$ cat src/hw/rtl/reader_writer_grant_arbiter_unit_macros.svh
// ----------------------------------------------------------------------------
// Reader/writer grant arbiter assertion macros
// Shared concurrent assertion forms for the arbiter RTL.
// ----------------------------------------------------------------------------
`ifndef READER_WRITER_GRANT_ARBITER_UNIT_MACROS_SVH
`define READER_WRITER_GRANT_ARBITER_UNIT_MACROS_SVH

// same-cycle implication
`define RWGA_ASSERT_NOW(label, clk, rst, ante, cons, msg) \
  label: assert property (@(posedge clk) disable iff (rst) (ante) |-> (cons)) \
    else $error(msg);

// next-cycle implication
`define RWGA_ASSERT_NEXT(label, clk, rst, ante, cons, msg) \
  label: assert property (@(posedge clk) disable iff (rst) (ante) |=> (cons)) \
    else $error(msg);

`endif

$ cat src/hw/rtl/rwga_pkg.sv
// ----------------------------------------------------------------------------
// Reader/writer grant arbiter package
// Shared constants, codes and types of the arbiter.
// ----------------------------------------------------------------------------
package rwga_pkg;

  localparam int ID_BITS      = 8;
  localparam int QUEUE_DEPTH  = 16;
  localparam int QPTR_BITS    = $clog2(QUEUE_DEPTH);
  localparam int QCNT_BITS    = $clog2(QUEUE_DEPTH + 1);
  localparam int MAX_RESULTS  = 16;
  localparam int NCNT_BITS    = $clog2(MAX_RESULTS + 1);
  localparam int READERS_BITS = 9;
  localparam logic [READERS_BITS-1:0] READERS_MAX = '1;
  localparam int KIND_BITS    = 2;

  // command queue between front and back
  localparam int CQ_DEPTH     = 2;
  localparam int CQ_PTR_BITS  = $clog2(CQ_DEPTH);
  localparam int CQ_CNT_BITS  = $clog2(CQ_DEPTH + 1);

  localparam logic CMD_ARRIVE  = 1'b0;
  localparam logic CMD_LEAVE   = 1'b1;
  localparam logic MODE_READER = 1'b0;
  localparam logic MODE_WRITER = 1'b1;

  typedef enum logic [KIND_BITS-1:0] {
    GK_READ    = 2'd0,
    GK_WRITE   = 2'd1,
    GK_REFUSED = 2'd2
  } grant_kind_t;

  typedef enum logic [1:0] {
    EV_ARRIVE_READ,
    EV_ARRIVE_WRITE,
    EV_LEAVE_READ,
    EV_LEAVE_WRITE
  } ev_t;

  typedef struct packed {
    ev_t                ev;
    logic [ID_BITS-1:0] id;
  } cmd_t;

  typedef struct packed {
    logic               push;
    logic               pop;
    logic [ID_BITS-1:0] id;
  } idq_ctl_t;

  typedef enum logic [2:0] {
    OP_NONE,
    OP_READ_ONE,
    OP_WRITE,
    OP_RELEASE,
    OP_RELEASE_IF
  } op_t;

  typedef enum logic {
    ST_IDLE,
    ST_RUN
  } state_t;

endpackage

$ cat src/hw/rtl/rwga_front.sv
// ----------------------------------------------------------------------------
// Arbiter front end
// Accepts event words, decodes them and buffers them for the back end.
// ----------------------------------------------------------------------------
module rwga_front (
  input  logic                         clk,
  input  logic                         rst,
  input  logic                         in_valid,
  output logic                         in_stall,
  input  logic                         command,
  input  logic                         reader,
  input  logic [rwga_pkg::ID_BITS-1:0] requester_id,
  output logic                         cmd_valid,
  output rwga_pkg::cmd_t               cmd,
  input  logic                         cmd_pop
);
  import rwga_pkg::*;

  cmd_t                   slots [CQ_DEPTH];
  logic [CQ_PTR_BITS-1:0] wr_ptr;
  logic [CQ_PTR_BITS-1:0] rd_ptr;
  logic [CQ_CNT_BITS-1:0] fill;
  logic                   accept;
  ev_t                    ev_dec;

  assign in_stall  = (fill == CQ_CNT_BITS'(CQ_DEPTH));
  assign accept    = in_valid && !in_stall;
  assign cmd_valid = (fill != '0);
  assign cmd       = slots[rd_ptr];

  always_comb begin
    case ({command, reader})
      {CMD_ARRIVE, 1'b1}: ev_dec = EV_ARRIVE_READ;
      {CMD_ARRIVE, 1'b0}: ev_dec = EV_ARRIVE_WRITE;
      {CMD_LEAVE, 1'b1}:  ev_dec = EV_LEAVE_READ;
      default:            ev_dec = EV_LEAVE_WRITE;
    endcase
  end

  always_ff @(posedge clk) begin
    if (accept) begin
      slots[wr_ptr] <= '{ev: ev_dec, id: requester_id};
    end
  end

  always_ff @(posedge clk) begin
    if (rst) begin
      wr_ptr <= '0;
      rd_ptr <= '0;
      fill   <= '0;
    end else begin
      if (accept) begin
        wr_ptr <= wr_ptr + 1'b1;
      end
      if (cmd_pop) begin
        rd_ptr <= rd_ptr + 1'b1;
      end
      case ({accept, cmd_pop})
        2'b10:   fill <= fill + 1'b1;
        2'b01:   fill <= fill - 1'b1;
        default: fill <= fill;
      endcase
    end
  end

endmodule

$ cat src/hw/rtl/rwga_idq.sv
// ----------------------------------------------------------------------------
// Arbiter id queue
// Circular FIFO of waiting requester ids with a registered head word.
// ----------------------------------------------------------------------------
module rwga_idq (
  input  logic                           clk,
  input  logic                           rst,
  input  rwga_pkg::idq_ctl_t             ctl,
  output logic [rwga_pkg::ID_BITS-1:0]   head_id,
  output logic [rwga_pkg::QCNT_BITS-1:0] count
);
  import rwga_pkg::*;

  localparam int SUM_BITS = QPTR_BITS + 1;

  logic [ID_BITS-1:0]   mem [QUEUE_DEPTH];
  logic [QPTR_BITS-1:0] head;
  logic [QPTR_BITS-1:0] head_inc;
  logic [QPTR_BITS-1:0] head_next;
  logic [QPTR_BITS-1:0] tail;
  logic [SUM_BITS-1:0]  tail_sum;

  assign tail_sum  = SUM_BITS'(head) + SUM_BITS'(count);
  assign tail      = (tail_sum >= SUM_BITS'(QUEUE_DEPTH))
                   ? QPTR_BITS'(tail_sum - SUM_BITS'(QUEUE_DEPTH))
                   : QPTR_BITS'(tail_sum);
  assign head_inc  = (head == QPTR_BITS'(QUEUE_DEPTH - 1)) ? '0 : head + 1'b1;
  assign head_next = ctl.pop ? head_inc : head;

  always_ff @(posedge clk) begin
    if (ctl.push) begin
      mem[tail] <= ctl.id;
    end
  end

  // head word tracks the next head; a push into that slot is forwarded
  always_ff @(posedge clk) begin
    if (ctl.push && (tail == head_next)) begin
      head_id <= ctl.id;
    end else begin
      head_id <= mem[head_next];
    end
  end

  always_ff @(posedge clk) begin
    if (rst) begin
      head  <= '0;
      count <= '0;
    end else begin
      head <= head_next;
      case ({ctl.push, ctl.pop})
        2'b10:   count <= count + 1'b1;
        2'b01:   count <= count - 1'b1;
        default: count <= count;
      endcase
    end
  end

endmodule

$ cat src/hw/rtl/rwga_back.sv
// ----------------------------------------------------------------------------
// Arbiter back end
// Sequencer that runs one event: queues, lock state and grant output.
// ----------------------------------------------------------------------------
`include "reader_writer_grant_arbiter_unit_macros.svh"

module rwga_back (
  input  logic                           clk,
  input  logic                           rst,
  input  logic                           prio_mode,
  input  logic                           cmd_valid,
  input  rwga_pkg::cmd_t                 cmd,
  output logic                           cmd_pop,
  output logic                           out_valid,
  input  logic                           out_stall,
  output logic [rwga_pkg::KIND_BITS-1:0] grant_kind,
  output logic [rwga_pkg::ID_BITS-1:0]   granted_id,
  output logic                           last
);
  import rwga_pkg::*;

  state_t                  state, state_next;
  op_t                     op1, op1_next;
  op_t                     op2, op2_next;
  logic [NCNT_BITS-1:0]    n, n_next;
  logic [READERS_BITS-1:0] readers, readers_next, readers_inc;
  logic                    write_active, write_active_next;

  idq_ctl_t                rq_ctl, wq_ctl;
  logic [ID_BITS-1:0]      r_head, w_head;
  logic [QCNT_BITS-1:0]    r_count, w_count;
  logic                    r_full, w_full, r_empty, w_empty;

  logic                    out_free;
  logic                    can_write;
  logic                    emit;
  grant_kind_t             emit_kind;
  logic [ID_BITS-1:0]      emit_id;
  logic                    emit_last;

  rwga_idq u_rq (
    .clk     (clk),
    .rst     (rst),
    .ctl     (rq_ctl),
    .head_id (r_head),
    .count   (r_count)
  );

  rwga_idq u_wq (
    .clk     (clk),
    .rst     (rst),
    .ctl     (wq_ctl),
    .head_id (w_head),
    .count   (w_count)
  );

  assign r_full      = (r_count == QCNT_BITS'(QUEUE_DEPTH));
  assign w_full      = (w_count == QCNT_BITS'(QUEUE_DEPTH));
  assign r_empty     = (r_count == '0);
  assign w_empty     = (w_count == '0);
  assign out_free    = !out_valid || !out_stall;
  assign readers_inc = (readers == READERS_MAX) ? readers : readers + 1'b1;
  assign can_write   = !w_empty && !write_active && (readers == '0)
                     && (n < NCNT_BITS'(MAX_RESULTS));

  always_comb begin
    state_next        = state;
    op1_next          = op1;
    op2_next          = op2;
    n_next            = n;
    readers_next      = readers;
    write_active_next = write_active;
    cmd_pop           = 1'b0;
    rq_ctl            = '{push: 1'b0, pop: 1'b0, id: cmd.id};
    wq_ctl            = '{push: 1'b0, pop: 1'b0, id: cmd.id};
    emit              = 1'b0;
    emit_kind         = GK_READ;
    emit_id           = cmd.id;
    emit_last         = 1'b1;

    case (state)
      ST_IDLE: begin
        if (cmd_valid && out_free) begin
          cmd_pop    = 1'b1;
          n_next     = '0;
          op1_next   = OP_NONE;
          op2_next   = OP_NONE;
          state_next = ST_RUN;
          case (cmd.ev)
            EV_ARRIVE_READ: begin
              if (r_full) begin
                emit       = 1'b1;
                emit_kind  = GK_REFUSED;
                state_next = ST_IDLE;
              end else begin
                rq_ctl.push = 1'b1;
                if (!write_active && (prio_mode == MODE_READER || w_empty)) begin
                  op1_next = OP_READ_ONE;
                end
              end
            end
            EV_ARRIVE_WRITE: begin
              if (w_full) begin
                emit       = 1'b1;
                emit_kind  = GK_REFUSED;
                state_next = ST_IDLE;
              end else begin
                wq_ctl.push = 1'b1;
                op1_next    = OP_WRITE;
              end
            end
            EV_LEAVE_READ: begin
              if (readers != '0) begin
                readers_next = readers - 1'b1;
              end
              op1_next = OP_WRITE;
              op2_next = (prio_mode == MODE_WRITER) ? OP_RELEASE_IF : OP_NONE;
            end
            default: begin
              write_active_next = 1'b0;
              if (prio_mode == MODE_READER) begin
                op1_next = OP_RELEASE;
                op2_next = OP_WRITE;
              end else begin
                op1_next = OP_WRITE;
                op2_next = OP_RELEASE_IF;
              end
            end
          endcase
        end
      end

      default: begin
        case (op1)
          OP_READ_ONE: begin
            if (r_empty) begin
              state_next = ST_IDLE;
            end else if (out_free) begin
              emit         = 1'b1;
              emit_kind    = GK_READ;
              emit_id      = r_head;
              rq_ctl.pop   = 1'b1;
              readers_next = readers_inc;
              state_next   = ST_IDLE;
            end
          end
          OP_WRITE: begin
            if (!can_write) begin
              op1_next = op2;
              op2_next = OP_NONE;
            end else if (out_free) begin
              // a granted write blocks any release that follows
              emit              = 1'b1;
              emit_kind         = GK_WRITE;
              emit_id           = w_head;
              wq_ctl.pop        = 1'b1;
              write_active_next = 1'b1;
              state_next        = ST_IDLE;
            end
          end
          OP_RELEASE, OP_RELEASE_IF: begin
            if (r_empty || (n == NCNT_BITS'(MAX_RESULTS))
                || (op1 == OP_RELEASE_IF && write_active)) begin
              op1_next = op2;
              op2_next = OP_NONE;
            end else if (out_free) begin
              // after any read grant a queued write cannot follow
              emit         = 1'b1;
              emit_kind    = GK_READ;
              emit_id      = r_head;
              rq_ctl.pop   = 1'b1;
              readers_next = readers_inc;
              n_next       = n + 1'b1;
              emit_last    = (r_count == QCNT_BITS'(1))
                          || (n == NCNT_BITS'(MAX_RESULTS - 1));
              if (emit_last) begin
                state_next = ST_IDLE;
              end
            end
          end
          default: begin
            state_next = ST_IDLE;
          end
        endcase
      end
    endcase
  end

  always_ff @(posedge clk) begin
    if (rst) begin
      state        <= ST_IDLE;
      op1          <= OP_NONE;
      op2          <= OP_NONE;
      n            <= '0;
      readers      <= '0;
      write_active <= 1'b0;
    end else begin
      state        <= state_next;
      op1          <= op1_next;
      op2          <= op2_next;
      n            <= n_next;
      readers      <= readers_next;
      write_active <= write_active_next;
    end
  end

  always_ff @(posedge clk) begin
    if (rst) begin
      out_valid <= 1'b0;
    end else if (emit) begin
      out_valid <= 1'b1;
    end else if (!out_stall) begin
      out_valid <= 1'b0;
    end
  end

  always_ff @(posedge clk) begin
    if (emit) begin
      grant_kind <= emit_kind;
      granted_id <= emit_id;
      last       <= emit_last;
    end
  end

  `RWGA_ASSERT_NOW(a_write_excl, clk, rst, write_active, readers == '0, "write held with readers active")
  `RWGA_ASSERT_NOW(a_write_grant, clk, rst, emit && emit_kind == GK_WRITE, !write_active && readers == '0, "write granted while lock busy")
  `RWGA_ASSERT_NEXT(a_last_ends, clk, rst, emit && emit_last, state == ST_IDLE, "event continues after last word")

endmodule

$ cat src/hw/rtl/reader_writer_grant_arbiter_unit.sv
// ----------------------------------------------------------------------------
// Reader/writer grant arbiter
// Readers-writers lock arbiter: queues arrivals and issues grants in order.
// ----------------------------------------------------------------------------
// Input (in_valid/in_stall): one event word of command, reader and
//   requester_id; a two-word command queue takes words while an earlier
//   event runs. Output (out_valid/out_stall): grant_kind, granted_id and
//   last, which marks the final word of an event; an event that neither
//   grants nor refuses gives no word. The user writes priority_mode
//   through cfg_valid/cfg_ready (always ready) only while idle; the block
//   does not enforce this. 0 favors readers, 1 writers. Each event is
//   first decoded (a refusal leaves there), then takes a step for each
//   grant or skipped grant check and a return step if no grant ends it;
//   a reader release burst drains one read grant per cycle while the
//   output is not stalled. Input words pass the command queue first.
// Reset (rst, synchronous): queues empty, no readers, no writer, reader
//   priority. A stalled output word holds; the sequencer waits on it and
//   the input stalls once the command queue fills.
// ----------------------------------------------------------------------------
module reader_writer_grant_arbiter_unit (
  input  logic                           clk,
  input  logic                           rst,
  input  logic                           cfg_valid,
  output logic                           cfg_ready,
  input  logic                           priority_mode,
  input  logic                           in_valid,
  output logic                           in_stall,
  input  logic                           command,
  input  logic                           reader,
  input  logic [rwga_pkg::ID_BITS-1:0]   requester_id,
  output logic                           out_valid,
  input  logic                           out_stall,
  output logic [rwga_pkg::KIND_BITS-1:0] grant_kind,
  output logic [rwga_pkg::ID_BITS-1:0]   granted_id,
  output logic                           last
);
  import rwga_pkg::*;

  logic prio_mode;
  logic cmd_valid;
  logic cmd_pop;
  cmd_t cmd;

  assign cfg_ready = 1'b1;

  always_ff @(posedge clk) begin
    if (rst) begin
      prio_mode <= MODE_READER;
    end else if (cfg_valid && cfg_ready) begin
      prio_mode <= priority_mode;
    end
  end

  rwga_front u_front (
    .clk          (clk),
    .rst          (rst),
    .in_valid     (in_valid),
    .in_stall     (in_stall),
    .command      (command),
    .reader       (reader),
    .requester_id (requester_id),
    .cmd_valid    (cmd_valid),
    .cmd          (cmd),
    .cmd_pop      (cmd_pop)
  );

  rwga_back u_back (
    .clk        (clk),
    .rst        (rst),
    .prio_mode  (prio_mode),
    .cmd_valid  (cmd_valid),
    .cmd        (cmd),
    .cmd_pop    (cmd_pop),
    .out_valid  (out_valid),
    .out_stall  (out_stall),
    .grant_kind (grant_kind),
    .granted_id (granted_id),
    .last       (last)
  );

endmodule

$ cat config.mk
export PLATFORM = sky130hd
export DESIGN_NAME = reader_writer_grant_arbiter_unit
export DESIGN_NICKNAME = d
export VERILOG_FILES = /design/src/hw/rtl/rwga_pkg.sv /design/src/hw/rtl/rwga_front.sv /design/src/hw/rtl/rwga_idq.sv /design/src/hw/rtl/rwga_back.sv /design/src/hw/rtl/reader_writer_grant_arbiter_unit.sv
export VERILOG_INCLUDE_DIRS = /design/src /design/src/hw/rtl
export SDC_FILE = /design/constraint.sdc
export NUM_CORES = 1
export LEC_CHECK = 0
export ABC_CLOCK_PERIOD_IN_PS = 2900
export BUFFER_PORTS_ARGS = -buffer_cell sky130_fd_sc_hd__buf_4
export CORE_MARGIN = 3
export CORE_UTILIZATION = 55
export CTS_CLUSTER_DIAMETER = 80
export DETAILED_ROUTE_END_ITERATION = 8
export PLACE_DENSITY_LB_ADDON = 0.08
export RECOVER_POWER = 50
export SYNTH_ARGS = -nofsm -noshare
export SYNTH_HDL_FRONTEND = slang
export SYNTH_SLANG_ARGS = --single-unit
export TNS_END_PERCENT = 100
$ cat constraint.sdc
create_clock -name clk -period 2.9 [get_ports clk]
set_input_delay 0.29 -clock clk [delete_from_list [all_inputs] [get_ports clk]]
set_output_delay 0.29 -clock clk [all_outputs]
set_load 0.02 [all_outputs]
==> results of run 1 <==
where the power goes:
part / leakage (µW) / internal (µW) / total [µW] / switching [µW]
combinational: 0.00195 / 888 / 2430 / 1550
sequential: 0.00303 / 5830 / 5980 / 150
clock: 0.000563 / 2690 / 4440 / 1750
worst paths after layout:
| path | slack [ns] | end | from | cells after the start |
|---|---|---|---|---|
| max | 0.28 | u_back.readers[8]$_SDFFE_PP0P_ | u_back.state$_SDFF_PP0_ | 8 |
| min | 0.03 | prio_mode$_SDFFE_PP0P_ | priority_mode | 3 |
| min reg2reg | 0.49 | u_back.op2[2]$_SDFFE_PP0P_ | u_back.op2[2]$_SDFFE_PP0P_ | 2 |
| max reg2reg | 0.28 | u_back.readers[8]$_SDFFE_PP0P_ | u_back.state$_SDFF_PP0_ | 8 |
area by class of cell:
class / count / share of cell area
inverters: 11 / 0.002495
well taps: 330 / 0.02495
clock inverters: 18 / 0.01149
flip-flops and latches: 341 / 0.5864
clock buffers: 45 / 0.05777
repair buffers: 101 / 0.04409
multi-input cells: 518 / 0.2728
state kept, by name, indices dropped and copies added, names as in the netlist, 2 cells and up, named ones only:
| signal | flops |
|---|---|
| u_front.fill | 2 |
| u_back.u_rq.head | 4 |
| u_back.u_wq.count | 5 |
| u_back.u_rq.count | 5 |
| u_back.readers | 9 |
| u_back.grant_kind | 2 |
| u_back.op1 | 3 |
| u_back.n | 5 |
| u_back.u_wq.mem | 128 |
| u_back.u_wq.head | 4 |
| u_back.u_rq.mem | 128 |
| u_back.granted_id | 8 |
| u_front.slots | 20 |
| u_back.op2 | 2 |
cells by family after synthesis:
logic type,after synthesis,share of synthesized area
AND/OR/NAND/NOR,236,0.08177
flip-flops,341,0.6694
XOR/XNOR,33,0.01995
adder cells (fa/ha/maj),28,0.02573
multiplexers,109,0.1321
other,1,0.0002588
AO/OA/AOI/OAI,111,0.05172
buffers and inverters,57,0.01908
synth_stat cells (2+ instances only):
cell	count	area [µm²]
a211oi_1	19	142.6
nor4_1	11	68.82
a21o_1	3	22.52
a31o_2	2	17.52
nand3_1	16	80.08
o211ai_1	6	45.04
dfxtp_1	54	1081
nor4bb_1	2	20.02
a31oi_1	4	25.02
nand2_1	55	206.5
nand4_1	5	31.28
xor2_1	14	122.6
nor4_4	2	42.54
a2bb2oi_1	2	17.52
xnor2_1	19	166.4
o21ai_2	2	17.52
edfxtp_1	287	8618
o21ai_0	11	55.05
nand3b_1	3	22.52
and2_1	3	18.77
ha_1	25	312.8
nor2b_1	27	168.9
a22oi_1	9	67.56
and3_1	4	25.02
mux2_2	14	157.7
nor3_1	8	40.04
buf_2	11	55.05
mux4_2	64	1441
buf_6	2	22.52
fa_1	3	60.06
mux2i_1	29	290.3
or3_1	6	37.54
buf_1	6	22.52
buf_4	9	67.56
inv_1	11	41.29
clkbuf_1	18	67.56
a21oi_1	37	185.2
nor4b_1	2	17.52
nand2b_1	6	37.54
nor2_1	78	292.8
cell usage in the layout (no fill, tap or decap), types with 4 or more instances in the layout:
master and n:
xnor2_1 19, o211ai_1 6, clkinv_1 6, and3_1 4, a21oi_1 37, inv_1 11, or3_1 6, edfxtp_1 287
buf_4 66, mux4_2 64, clkbuf_4 8, nand3_1 16, nor2_1 78, nand4_1 5, a211oi_1 19, nor4_1 11
clkbuf_16 37, mux2_2 6, mux2i_1 29, dfxtp_1 52, dlygate4sd3_1 9, nand2_1 55, clkbuf_1 25, mux2_1 9
xor2_1 14, bufinv_16 4, o21ai_0 11, a22oi_1 9, clkinv_2 6, nand2b_1 6, ha_1 25, nor3_1 8
a31oi_1 4, nor2b_1 27
stage by stage:
| stage | total power, µW | setup WS (ns) | std cells | util |
|---|---|---|---|---|
| 6_report | 12860 | 0.2821 | 1364 | 0.6477 |
| 4_1_cts | 12970 | 0.3192 | 1364 | 0.6502 |
| 3_3_place_gp | 8397 | 0.3012 | 1292 | 0.6018 |
| 3_5_place_dp | 8517 | 0.3358 | 1292 | 0.6018 |
| 5_1_grt | 13440 | 0.05367 | 1364 | 0.6477 |
| 2_1_floorplan | 7758 | 0.2554 | 916 | - |
tightest hold or removal path, delay by kind of cell:
family / cells / cell delay [ns]
buffers and inverters: 1 / 0.08
muxes: 1 / 0.05
and+or+nand+nor: 1 / 0.07
metal layers:
layer,global-route usage,vias up,share of wire
li1,-,3760,-
met3,0.03851,49,0.062
met4,0.05621,0,0.021
met2,0.3582,239,0.50
met1,0.3025,4184,0.42
met5,0,-,0
repair_timing:
item	4_1_cts	5_1_grt
setup buffers	0	0
endpoints found under the hold margin	18	0
hold buffers	9	0
==> results.yml, run 1 <==
run_status:
  status: "complete, no violations"
finish:
  fillers: 1818
  num_antenna_cells: 0
  drive_gt1_frac: 0.2041
  syn_to_final_growth_pct: 14.19
  regArea_um2: 9702
  multi_input_area_um2: 4514
  final_area_um2: 16550
  final_nets: 1052
worst_setup_path:
  start_kind: "register"
  critPathBufInv: 1
  required_ns: 3.29
  worstPathArrival_ns: 3.01
  cp_common_cell: "a21oi_1"
  critPathKind: "register to register"
  end_kind: "register"
  crit_path_max_fanout: 12
  critical-path-slowest-cell: "fa_1"
  cpPeakStageDelay_ns: 0.53
  path_delay_family: "compound AO/OA/AOI/OAI gates"
  crit_path_cell_trace: "inv_1 -> fa_1 -> a21oi_1 -> o211ai_1 -> o41ai_1 -> xnor2_1 -> a21oi_1 -> a31o_2"
floorplanning:
  die_y_um: 168.3
  rows: 58
  ioPinCount: 30
  die_w_um: 168.3
  die-area_um2: 28330
  initial_core_util: 0.5673
  core_um2: 25540
power_and_ir_drop:
  leakagePower_uw: 0.005545
  vdd_drop_max_mv: 0.5762
  p_per_area_nw_per_um2: 777.1
placement:
  place_congestion: 0.9376
  dp_hpwl_mm: 19.75
  post_dp_cell_area_um2: 15370
  io_buffers: 28
global_routing:
  grt_max_degree: 51
  grt.total_usage: 0.2165
  grt_pass1_wl_mm: 47.11
  grt_pass1_vias: 8333
  antenna_found_initial: 0
  grt-ovfl-total: 0
logic_synthesis:
  seq_area_frac_synth: 0.6694
  ys_ff_latch: 341
  synth-edff-count: 287
  synth-main-ff-cell: "edfxtp_1"
  syn_area_per_cell_um2: 15.82
  synthArstFlopShare: 0
  synthCells: 916
  ys_warn_count: 0
  syn-cell-area_um2: 14490
  synth_fp_nets: 960
  synth.distinct_cells: 67
sta:
  rsz0062_at_grt: "no"
  setup_viol_count_final: 0
  report.final.hold_viol_count: 0
  tightest_slew_ns: 1.327
  skew_ns: 0.01824
  setup_tns_ns: 0
  report.final.slew_viol_count: 0
  max_freq_mhz: 382.0
  hold_ws_ns: 0.03212
  slew-limit-headroom: 0.1155
  period_needed_ns: 2.618
  fin_crit_sh: 0.9027
drt:
  drtAntennaViolNets: 0
  vias: 8232
  post_drt_wl_per_cell_um: 22.18
  drt_first_iter_violations: 847
  drc: 0
  drt_wl_total_mm: 30.26
  firstDrtPassIters: 5
  routed_via_density: 6.035
clock_tree:
  cts_buffer_depth: 3
  clkLatencyLatePin_ns: 0.51
  numCtsBuffers: 35
  clkSinkCount: 341
  cts_tree: "done"
  cts-root-buf: "clkbuf_16"
  path_clk_slew_ns: 0.06
  ctsResizeCount: 0
  cts_max_level: 2
job:
  cap_violations: 0
min_path:
  hp-class: "input port to register"
(Power assumes the default switching activity.)
==> inputs of run 2 (changes only) <==
--- a/config.mk
+++ b/config.mk
@@ -8,8 +8,10 @@
 export LEC_CHECK = 0
 export ABC_CLOCK_PERIOD_IN_PS = 2900
 export BUFFER_PORTS_ARGS = -buffer_cell sky130_fd_sc_hd__buf_4
+export CELL_PAD_IN_SITES_DETAIL_PLACEMENT = 0
+export CELL_PAD_IN_SITES_GLOBAL_PLACEMENT = 1
 export CORE_MARGIN = 3
-export CORE_UTILIZATION = 55
+export CORE_UTILIZATION = 54
 export CTS_CLUSTER_DIAMETER = 80
 export DETAILED_ROUTE_END_ITERATION = 8
 export PLACE_DENSITY_LB_ADDON = 0.08
==> results.yml, run 2 (synthesis results as in run 1) <==
floorplanning:
  die_w_um: 169.8
  initial_core_util: 0.5529
  die-area_um2: 28840
  rows: 59
  ioPinCount: 30
  core_um2: 26210
  die_y_um: 169.8
finish:
  most-common-layout-cells: "edfxtp_1 (287), nor2_1 (78), mux4_2 (64), nand2_1 (55), buf_4 (54)"
  post-route-util: 0.6300
  final_area_um2: 16510
  largest_registers: "u_back.u_rq.mem: 128 flops, u_back.u_wq.mem: 128 flops, u_front.slots: 20 flops"
  syn_to_final_growth_pct: 13.94
  layout_commonest_cell: "edfxtp_1"
  num_antenna_cells: 0
  final_nets: 1044
  drive_gt1_frac: 0.1986
global_routing:
  grt-busiest-layer: "met2"
  use_met3: 0.03786
  grt_max_degree: 51
  grt-ovfl-total: 0
  use_met2: 0.3596
  gr-usage-met1: 0.3017
  grt_pass1_vias: 8366
  grt.total_usage: 0.2168
  grt_pass1_wl_mm: 47.67
  antenna_found_initial: 0
clock_tree:
  clkSinkCount: 341
  numCtsBuffers: 36
  postCtsSetupRepairBufs: 0
  path_clk_slew_ns: 0.06
  cts_tree: "done"
  cts_max_level: 2
  cts_buffer_depth: 3
  cts-root-buf: "clkbuf_16"
  clkLatencyLatePin_ns: 0.51
drt:
  routed_via_density: 5.971
  drt_wl_total_mm: 30.46
  post_drt_wl_per_cell_um: 22.36
  firstDrtPassIters: 5
  vias: 8133
  drtAntennaViolNets: 0
  drt_first_iter_violations: 683
  drc: 0
run_status:
  status: "complete, no violations"
power_and_ir_drop:
  p_total_uw: 12780
  leakagePower_uw: 0.005477
  vdd_drop_max_mv: 0.5134
  p_per_area_nw_per_um2: 774.3
placement:
  io_buffers: 28
  place_congestion: 0.8533
  post_dp_cell_area_um2: 15340
  dp_hpwl_mm: 20.03
sta:
  setup_tns_ns: 0
  max_freq_mhz: 365.7
  slew-limit-headroom: 0.09199
  fin_crit_sh: 0.9428
  report.final.slew_viol_count: 0
  report.final.hold_viol_count: 0
  rsz0062_at_grt: "no"
  skew_ns: 0.02149
  tightest_slew_ns: 1.362
  hold_ws_ns: 0.05090
  period_needed_ns: 2.734
  setup_viol_count_final: 0
worst_setup_path:
  required_ns: 3.29
  worstPathArrival_ns: 3.12
  critPathKind: "register to register"
  end_kind: "register"
  start_kind: "register"
  crit_path_max_fanout: 11
job:
  cap_violations: 0
min_path:
  hp-class: "input port to register"
==> run 2: cell count changes in the layout (fill, tap and decap cells not counted), moves of 2 or more <==
| cell | previous run | this run |
|---|---|---|
| buf_12 | 1 | 3 |
| clkinvlp_4 | 0 | 3 |
| clkinv_4 | 2 | 0 |
| clkinv_1 | 6 | 1 |
| buf_4 | 66 | 54 |
| clkbuf_8 | 0 | 3 |
| clkbuf_1 | 25 | 30 |
==> run 2: where the power goes <==
group          total (µW)  leakage, µW  internal [µW]  switching (µW)
sequential           6010      0.00303           5830             174
clock                4450     0.000555           2660            1800
combinational        2320      0.00189            844            1480
total               12800      0.00548           9330            3450
==> run 2: path summary, 6_finish.rpt <==
kind              slack, ns  cells past startpoint                        endpoint                startpoint
setup / recovery       0.17                      8  u_back.readers[8]$_SDFFE_PP0P_   u_back.state$_SDFF_PP0_
setup reg to reg       0.17                      8  u_back.readers[8]$_SDFFE_PP0P_   u_back.state$_SDFF_PP0_
hold reg to reg        0.49                      2        u_back.n[1]$_SDFFE_PP0P_  u_back.n[1]$_SDFFE_PP0P_
hold / removal         0.05                      3          prio_mode$_SDFFE_PP0P_             priority_mode
==> run 2: routing by layer <==
| metal | share of wire | vias to the layer above |
|---|---|---|
| li1 | - | 3727 |
| met1 | 0.43 | 4125 |
| met2 | 0.49 | 232 |
| met3 | 0.055 | 49 |
| met4 | 0.024 | 0 |
| met5 | 0 | - |
==> run 2: final cells by class <==
cell class | count | area [µm²]
flip-flops and latches | 341 | 9702
fillers | 1877 | 9697
multi-input cells | 518 | 4511
clock buffers | 51 | 987.2
repair buffers | 92 | 683.2
well taps | 335 | 419.2
clock inverters | 14 | 166.4
inverters | 11 | 41.29
==> run 2: through the flow <==
step | std cells | worst slack [ns]
6_report | 1362 | 0.1658
5_1_grt | 1362 | 0.01672
4_1_cts | 1362 | 0.1563
3_5_place_dp | 1288 | 0.1665
3_3_place_gp | 1288 | 0.2861
2_1_floorplan | 916 | 0.2554
==> run 2: worst max-delay path: stages (launching register included) <==
cell	delay [ns]
dfxtp_1	0.59
inv_1	0.31
fa_1	0.49
a21oi_1	0.23
o211ai_1	0.16
o41ai_1	0.32
xnor2_1	0.22
a21oi_1	0.10
a31o_2	0.21
==> run 2: repair_timing <==
action | CTS | global route
resized for setup | 0 | 1
hold buffers | 9 | 0
hold endpoints to repair | 18 | 0
setup endpoints to repair | 0 | 1
==> inputs of run 3 (changes only) <==
==> constraint.sdc (replaced) <==
create_clock -name clk -period 2.9 [get_ports clk]
set_input_delay 0.435 -clock clk [delete_from_list [all_inputs] [get_ports clk]]
set_output_delay 0.435 -clock clk [all_outputs]
set_load 0.02 [all_outputs]
==> results.yml, run 3 (synthesis results as in run 1) <==
run_status:
  status: "complete, no violations"
worst_setup_path:
  required_ns: 3.29
  cpPeakStageDelay_ns: 0.56
  cp_common_cell: "a21oi_1"
  critPathKind: "register to register"
  path_delay_family: "compound AO/OA/AOI/OAI gates"
  crit_path_max_fanout: 11
  critPathBufInv: 1
  crit_start: "u_back.state$_SDFF_PP0_"
  start_kind: "register"
  worstPathArrival_ns: 3.10
  end_kind: "register"
  r2r_start: "u_back.state$_SDFF_PP0_"
  crit_path_cell_trace: "inv_1 -> fa_1 -> a21oi_1 -> o211ai_1 -> o41ai_1 -> xnor2_1 -> a21oi_1 -> a31o_2"
  critical-path-slowest-cell: "dfxtp_1"
power_and_ir_drop:
  switchingPower_uw: 3432
  vdd_drop_max_mv: 0.5984
  p_per_area_nw_per_um2: 769.0
  pwr-share-seq: 0.479
  share_comb_of_total_power: 0.184
  leakagePower_uw: 0.005420
  p_int_uw: 9129
  switching_share: 0.2732
  pwr-share-clk: 0.337
floorplanning:
  initial_core_util: 0.5529
  rows: 59
  die-area_um2: 28840
  ioPinCount: 30
  core_um2: 26210
  die_y_um: 169.8
  die_w_um: 169.8
drt:
  vias: 8099
  routed.top_layer: "met4"
  drtAntennaViolNets: 0
  route.met2.wl_mm: 15.38
  wl_met3_mm: 1.684
  drc: 0
  drt-met1-wl_mm: 13.10
  post_drt_wl_per_cell_um: 22.65
  routed_via_density: 5.990
  firstDrtPassIters: 5
  drt_wl_total_mm: 30.62
  drt_first_iter_violations: 665
finish:
  most-common-layout-cells: "edfxtp_1 (287), nor2_1 (78), mux4_2 (64), buf_4 (56), nand2_1 (55)"
  final_nets: 1035
  drive_gt1_frac: 0.1967
  num_antenna_cells: 0
  regArea_um2: 9702
  multi_input_area_um2: 4509
  syn_to_final_growth_pct: 12.73
  layoutNonFillerInstCount: 1352
  layout_commonest_cell: "edfxtp_1"
  post-route-util: 0.6233
  fillers: 1894
  largest_registers: "u_back.u_rq.mem: 128 flops, u_back.u_wq.mem: 128 flops, u_front.slots: 20 flops"
global_routing:
  grt_max_degree: 51
  antenna_found_initial: 0
  grt.total_usage: 0.2170
  grt_pass1_vias: 8425
  grt_pass1_wl_mm: 48.12
  grt-ovfl-total: 0
sta:
  skew_ns: 0.02010
  report.final.hold_viol_count: 0
  report.final.slew_viol_count: 0
  hold_ws_ns: 0.1358
  max_freq_mhz: 368.6
  tightest_slew_ns: 1.296
  rsz0062_at_grt: "no"
  slew-limit-headroom: 0.1358
  setup_tns_ns: 0
  period_needed_ns: 2.713
  fin_crit_sh: 0.9356
  setup_viol_count_final: 0
placement:
  io_buffers: 28
  dp_cells: 1287
  dp_hpwl_mm: 20.13
  place_congestion: 0.8859
min_path:
  holdCritStartpoint: "requester_id[3]"
  hp-class: "input port to register"
clock_tree:
  clkLatencyLatePin_ns: 0.52
  numCtsBuffers: 37
  ctsResizeCount: 0
  cts_hold_buf: 0
  postCtsSetupRepairBufs: 0
  cts_max_level: 2
  path_clk_slew_ns: 0.06
  clkSinkCount: 341
  cts_buffer_depth: 3
  cts_tree: "done"
  cts-root-buf: "clkbuf_16"
job:
  cap_violations: 0
run 3: cell count changes in the layout (fill, tap and decap cells not counted), sizes merged:
| cell | delta |
|---|---|
| dlygate4sd3 | -9 |
| clkinv | +5 |
| bufinv | -3 |
| clkbuf | -2 |
| clkinvlp | -1 |
run 3: path summary, 6_finish.rpt:
kind	end	slack, ns	cells after the start
hold reg to reg	u_back.op2[1]$_SDFFE_PP0P_	0.49	2
setup reg to reg	u_back.readers[8]$_SDFFE_PP0P_	0.19	8
hold / removal	u_front.slots[1][3]$_DFFE_PP_	0.14	1
setup / recovery	u_back.readers[8]$_SDFFE_PP0P_	0.19	8
run 3: per-stage QoR:
step	setup WS (ns)	cell area [µm²]	power, µW
after floorplan	0.2554	14490	7758
after global placement	0.2801	15300	8337
after detailed placement	0.2418	15300	8463
after CTS	0.2285	16400	12710
after global routing	0.01066	16330	13140
final	0.1868	16330	12560
run 3: worst register-to-register path, cell delays in order, from the launching register on:
cell	delay, ns
dfxtp_1	0.56
inv_1	0.30
fa_1	0.48
a21oi_1	0.20
o211ai_1	0.16
o41ai_1	0.34
xnor2_1	0.23
a21oi_1	0.11
a31o_2	0.22
run 3: power by group through the flow:
| stage | Combinational [µW] | Sequential [µW] | Clock, µW |
|---|---|---|---|
| 4_1_cts | 2360 | 6010 | 4340 |
| 6_report | 2310 | 6020 | 4230 |
| 5_1_grt | 2550 | 6050 | 4540 |
| 3_3_place_gp | 2250 | 6090 | 0 |
| 2_1_floorplan | 1730 | 6030 | 0 |
| 3_5_place_dp | 2350 | 6110 | 0 |
run 3: cell type report:
cell class | count | share of cell area
Clock buffer | 50 | 0.06228
Clock inverter | 15 | 0.004979
Inverter | 11 | 0.002528
Multi-Input combinational cell | 518 | 0.2761
Sequential cell | 341 | 0.5939
Tap cell | 335 | 0.02566
Timing Repair Buffer | 82 | 0.03455
run 3: per-layer routing:
layer  vias up  GRT usage
met3        37    0.03484
li1       3702          -
met4         0    0.05583
met1      4131     0.3040
met5         -          0
met2       229     0.3612
